## config.mk

```make
export PLATFORM = sky130hd
export DESIGN_NAME = dwtas_cell
export DESIGN_NICKNAME = d
export VERILOG_FILES = /design/src/design/dwtas_pkg.sv /design/src/design/dwtas_cell.sv
export SDC_FILE = /design/constraint.sdc
export NUM_CORES = 2
export LEC_CHECK = 0
export BUFFER_PORTS_ARGS = -buffer_cell sky130_fd_sc_hd__clkbuf_2
export CAP_MARGIN = 20
export CORE_MARGIN = 2
export CORE_UTILIZATION = 50
export CTS_CLUSTER_SIZE = 12
export DETAILED_ROUTE_END_ITERATION = 8
export GPL_ROUTABILITY_DRIVEN = 0
export PLACE_DENSITY = 0.71
export SYNTH_ARGS = -nofsm -noshare
export SYNTH_HDL_FRONTEND = slang
export SYNTH_SLANG_ARGS = --single-unit
```

## constraint.sdc

```tcl
create_clock -name clk -period 11.27 [get_ports clk]
set_input_delay 2.254 -clock clk [delete_from_list [all_inputs] [get_ports clk]]
set_output_delay 2.254 -clock clk [all_outputs]
set_load 0.02 [all_outputs]
```

## src/design/dwtas_pkg.sv

```systemverilog
// dwtas_pkg: shared widths, types, tap defaults and helpers for the wavelet
// analysis stage. Depends on nothing; used by dwtas_cell and the top level.
package dwtas_pkg;

	localparam int TAPS = 4;
	// number of filter taps in use, held to the supported range
	localparam int TAP_USE = (TAPS < 2) ? 2 : ((TAPS > 4) ? 4 : TAPS);

	localparam int SMP_W = 16;
	localparam int COEF_W = 16;
	localparam int PROD_W = SMP_W + COEF_W;
	localparam int ACC_W = PROD_W + 2;
	localparam int OUT_W = 20;
	localparam int FRAC_W = 15;
	localparam int NUM_TAP_REGS = 4;
	localparam int CFG_IDX_W = 3;

	// registers below this index are lowpass taps, the rest highpass taps
	localparam logic [CFG_IDX_W-1:0] CFG_HIGH_BASE = 3'd4;

	typedef logic signed [SMP_W-1:0] smp_t;
	typedef logic signed [COEF_W-1:0] coef_t;
	typedef logic signed [PROD_W-1:0] prod_t;
	typedef logic signed [ACC_W-1:0] acc_t;
	typedef logic signed [OUT_W-1:0] res_t;

	typedef coef_t tap_arr_t [NUM_TAP_REGS];

	localparam tap_arr_t LOW_TAP_RST = '{16'sd23170, 16'sd23170, 16'sd0, 16'sd0};
	localparam tap_arr_t HIGH_TAP_RST = '{16'sd23170, -16'sd23170, 16'sd0, 16'sd0};

	// taps for the two pairs a sample can produce (second pair only on flush)
	typedef struct packed {
		coef_t lo_a;
		coef_t hi_a;
		coef_t lo_b;
		coef_t hi_b;
	} tap_sel_t;

	typedef struct packed {
		acc_t lo_a;
		acc_t hi_a;
		acc_t lo_b;
		acc_t hi_b;
	} psum_t;

	// tap j, or zero where j lies past the filter length
	function automatic coef_t sel_tap(tap_arr_t t, logic [2:0] j);
		coef_t r;
		r = '0;
		if (j < 3'(TAP_USE)) begin
			r = t[j[1:0]];
		end
		return r;
	endfunction

	// Q4.30 sum to Q5.15, round half towards plus infinity
	function automatic res_t round_q415(acc_t a);
		acc_t t;
		t = a + acc_t'(1 << (FRAC_W - 1));
		t = t >>> FRAC_W;
		return t[OUT_W-1:0];
	endfunction

endpackage

```

## src/design/dwtas_cell.sv

```systemverilog
// dwtas_cell: one tap cell of the analysis filter chain; holds one delayed
// sample, registers its four products and adds them to the passing sums.
// Depends on dwtas_pkg.
module dwtas_cell import dwtas_pkg::*; (
	input  logic     clk,
	input  logic     arst_n,
	input  logic     ld,
	input  logic     clr,
	input  smp_t     w_in,
	input  tap_sel_t taps,
	input  psum_t    psum_in,
	output smp_t     w_out,
	output psum_t    psum_out
);

	smp_t  hold_q;
	prod_t lo_a_s1;
	prod_t hi_a_s1;
	prod_t lo_b_s1;
	prod_t hi_b_s1;

	// delay element, emptied once the signal ends
	always_ff @(posedge clk or negedge arst_n) begin
		if (!arst_n) begin
			hold_q <= '0;
		end else if (ld) begin
			hold_q <= clr ? '0 : w_in;
		end
	end

	always_ff @(posedge clk) begin
		if (ld) begin
			lo_a_s1 <= $signed(w_in) * $signed(taps.lo_a);
			hi_a_s1 <= $signed(w_in) * $signed(taps.hi_a);
			lo_b_s1 <= $signed(w_in) * $signed(taps.lo_b);
			hi_b_s1 <= $signed(w_in) * $signed(taps.hi_b);
		end
	end

	assign w_out = hold_q;

	always_comb begin
		psum_out.lo_a = psum_in.lo_a + acc_t'(lo_a_s1);
		psum_out.hi_a = psum_in.hi_a + acc_t'(hi_a_s1);
		psum_out.lo_b = psum_in.lo_b + acc_t'(lo_b_s1);
		psum_out.hi_b = psum_in.hi_b + acc_t'(hi_b_s1);
	end

endmodule

```

==> reports/metrics.cfg <==
[drt]
routed-via-count = 37200
dr.first_iter.drc_count = 1859
met2_length_um = 58500
route.met3.wl_um = 7260
ant_nets = 0
wire_per_inst_um = 16.9
highest_layer = met5
wl_met1_um = 50100
drc_errors = 0
routed_wl_um = 118000
viasPerCell = 5.31
dr.pass1.iters = 6

[floorplan]
die_w_um = 321
core_um2 = 100000
start_util_pct = 50.4
die_area_um2 = 103000
die_h_um = 321
ios = 372
rows = 116

[synth]
synthCells = 5467
synth-edff-count = 128
syn_avg_cell_area_um2 = 9.22
synth_cell_type_count = 90
ys.flop_type = edfxtp_1
synth.area.top_cells = fa_1 (42%), ha_1 (11%), inv_1 (9.1%)
syn_area_um2 = 50400
ys_warn_count = 0
synth_top_area_cell = fa_1
synth_seq_area_share_pct = 8.42
yosys.area.top_type_share_pct = 41.8
synthArstFlopShare_pct = 11.1
syn_nets = 7199
synth_seq_cells = 144

[worst_setup_path]
path_cells = clkbuf_2 > buf_4 > nand2_1 > fa_1 > fa_1 > fa_1 > inv_1 > fa_1 > fa_1 > inv_1 > fa_1 > inv_1 > ha_1 > a21oi_1 > o21ai_1 > nor2_1 > o21a_1 > nor4_1 > o31ai_1 > a21oi_1 > o41ai_2 > xnor2_1
start_kind = input port
crit_buf_inv = 5
reg2reg_depth = 2
cp_slowest_cell = nor4_1
max_stage_delay_ps = 540
critPathMostFrequentCell = fa_1
cp_max_fo = 33
criticalPathCategory = in -> reg
worstSetupPathDepth = 22
worst-endpoint-arrival_ps = 8900
crit_required_ps = 11530
end_kind = flop
crit_family = adder cells

[min_path]
worstHoldPathCells = 2
hold_class = reg -> reg

[timing]
max_freq_mhz = 116
post-route-min-period_ps = 8640
rsz0062_at_grt = false
max_slew.worst_pin.slew_ps = 973
finalHoldViolCount = 0
relSlewSlack_pct = 35.1
setup_violations = 0
period_share_pct = 76.6
slew_viol_final = 0
setup_tns_ps = 0
finalClockSkew_ps = 0

[final_layout]
areaGrowthSynthToFinish_pct = 7.05
final_common_cell = inv_1
post-route-util_pct = 53.9
drive_above_1_share_pct = 7.99
final_cells = 7006
layout_common_cells = inv_1 (1225), fa_1 (1052), nand2_1 (573)
nets = 7426

[global_routing]
grt_pass1_vias = 39831
grt_max_degree = 94
track_usage_pct = 23.9
grt_overflow = 0
antenna_found_initial = 7
grt_pass1_wl_um = 198000

[placed_design]
dp_hpwl_um = 98000
port_buffers = 371
dp.cells = 6973

[clocking]
clock_latency_ps = 510
cts_made_buffers = 17
root_buffer = clkbuf_16
cts_resized = 0
clkTransAtPathRegs_ps = 60
clockBufferDepth = 2
cts_num_sinks = 144
cts-hold-fix-buffers = 0
cts.htree.levels = 4
postCtsSetupBuffers = 0
cts_tree = done

[flow_run]
maxCapViolCount = 0

[outcome]
status = finished, final reports clean

[cells in the mapped netlist, types with 16 or more instances]
library cell	n
a21oi_1	184
a21o_1	106
nand2b_1	36
o211ai_1	19
nand3_1	36
o21bai_1	31
and3_1	22
nor2b_1	22
clkbuf_1	183
and2_1	507
xnor2_1	186
xor2_1	54
o21ai_0	96
a31oi_1	16
o21a_1	38
nand4_1	16
fa_1	1052
nor2_1	173
a211oi_1	20
nor3_1	49
o21ai_1	27
nand3b_1	19
inv_1	1225
dfrtp_1	16
ha_1	460
nand2_1	573
edfxtp_1	128
[final cells by class]
type	count	area, um2
antenna	1	2.50
multi-input combinational	3905	40800
clock inverter	13	169
fill	9128	46100
tap	1298	1620
sequential	144	4240
clock buffer	19	433
timing repair buffer	401	2090
inverter	1225	4600
[metal layers]
layer / track usage, % / up-vias
li1: - / 17241
met1: 31.2 / 18767
met2: 41.3 / 1031
met3: 4.22 / 155
met4: 6.14 / 6
met5: 0 / -
[cells by family (layout without fill, tap and decap cells)]
kind of cell | Yosys count | in the layout | share of synthesized area (%)
adder cells (fa/ha/maj) | 1512 | 1512 | 53.2
multiplexers | 4 | 4 | 0.0795
flip-flops | 144 | 144 | 8.42
other | 0 | 1 | 0
buffers and inverters | 1418 | 1658 | 10.6
AND/OR/NAND/NOR | 1490 | 1490 | 14.7
AO/OA/AOI/OAI | 659 | 659 | 8.74
XOR/XNOR | 240 | 240 | 4.17
[worst reg2reg max path: cells and delay by family (launching register included)]
family | cells | cell delay [ps]
buffers and inverters | 1 | 60
flip-flops | 1 | 400
AO/OA/AOI/OAI | 1 | 70
[through the flow]
step	cell area (um2)	hold slack (ps)	setup WS (ps)
2_1_floorplan	50400	606	2870
3_3_place_gp	53300	513	2250
3_5_place_dp	53300	521	2170
4_1_cts	53900	531	2730
5_1_grt	53900	552	2370
6_report	53900	525	2630
[path summary, 6_finish.rpt]
path / start / to / slack (ps)
max: w_in[11] / lo_b_s1[30] / 2630
max in group asynchronous: arst_n / w_out[1] / 9090
min in group asynchronous: arst_n / w_out[0] / 1750
min: w_out[1] / w_out[1] / 520
max reg2reg: w_out[2] / w_out[2] / 10580
min reg2reg: w_out[1] / w_out[1] / 520
[registers in the layout (all words and copies together), names as in the netlist]
register and count:
lo_a_s1 32, hi_b_s1 32, w_out 16, hi_a_s1 32
lo_b_s1 32
Power is not shown: default switching activity piles up to over one toggle a cycle in this logic, so the estimate is an artifact.
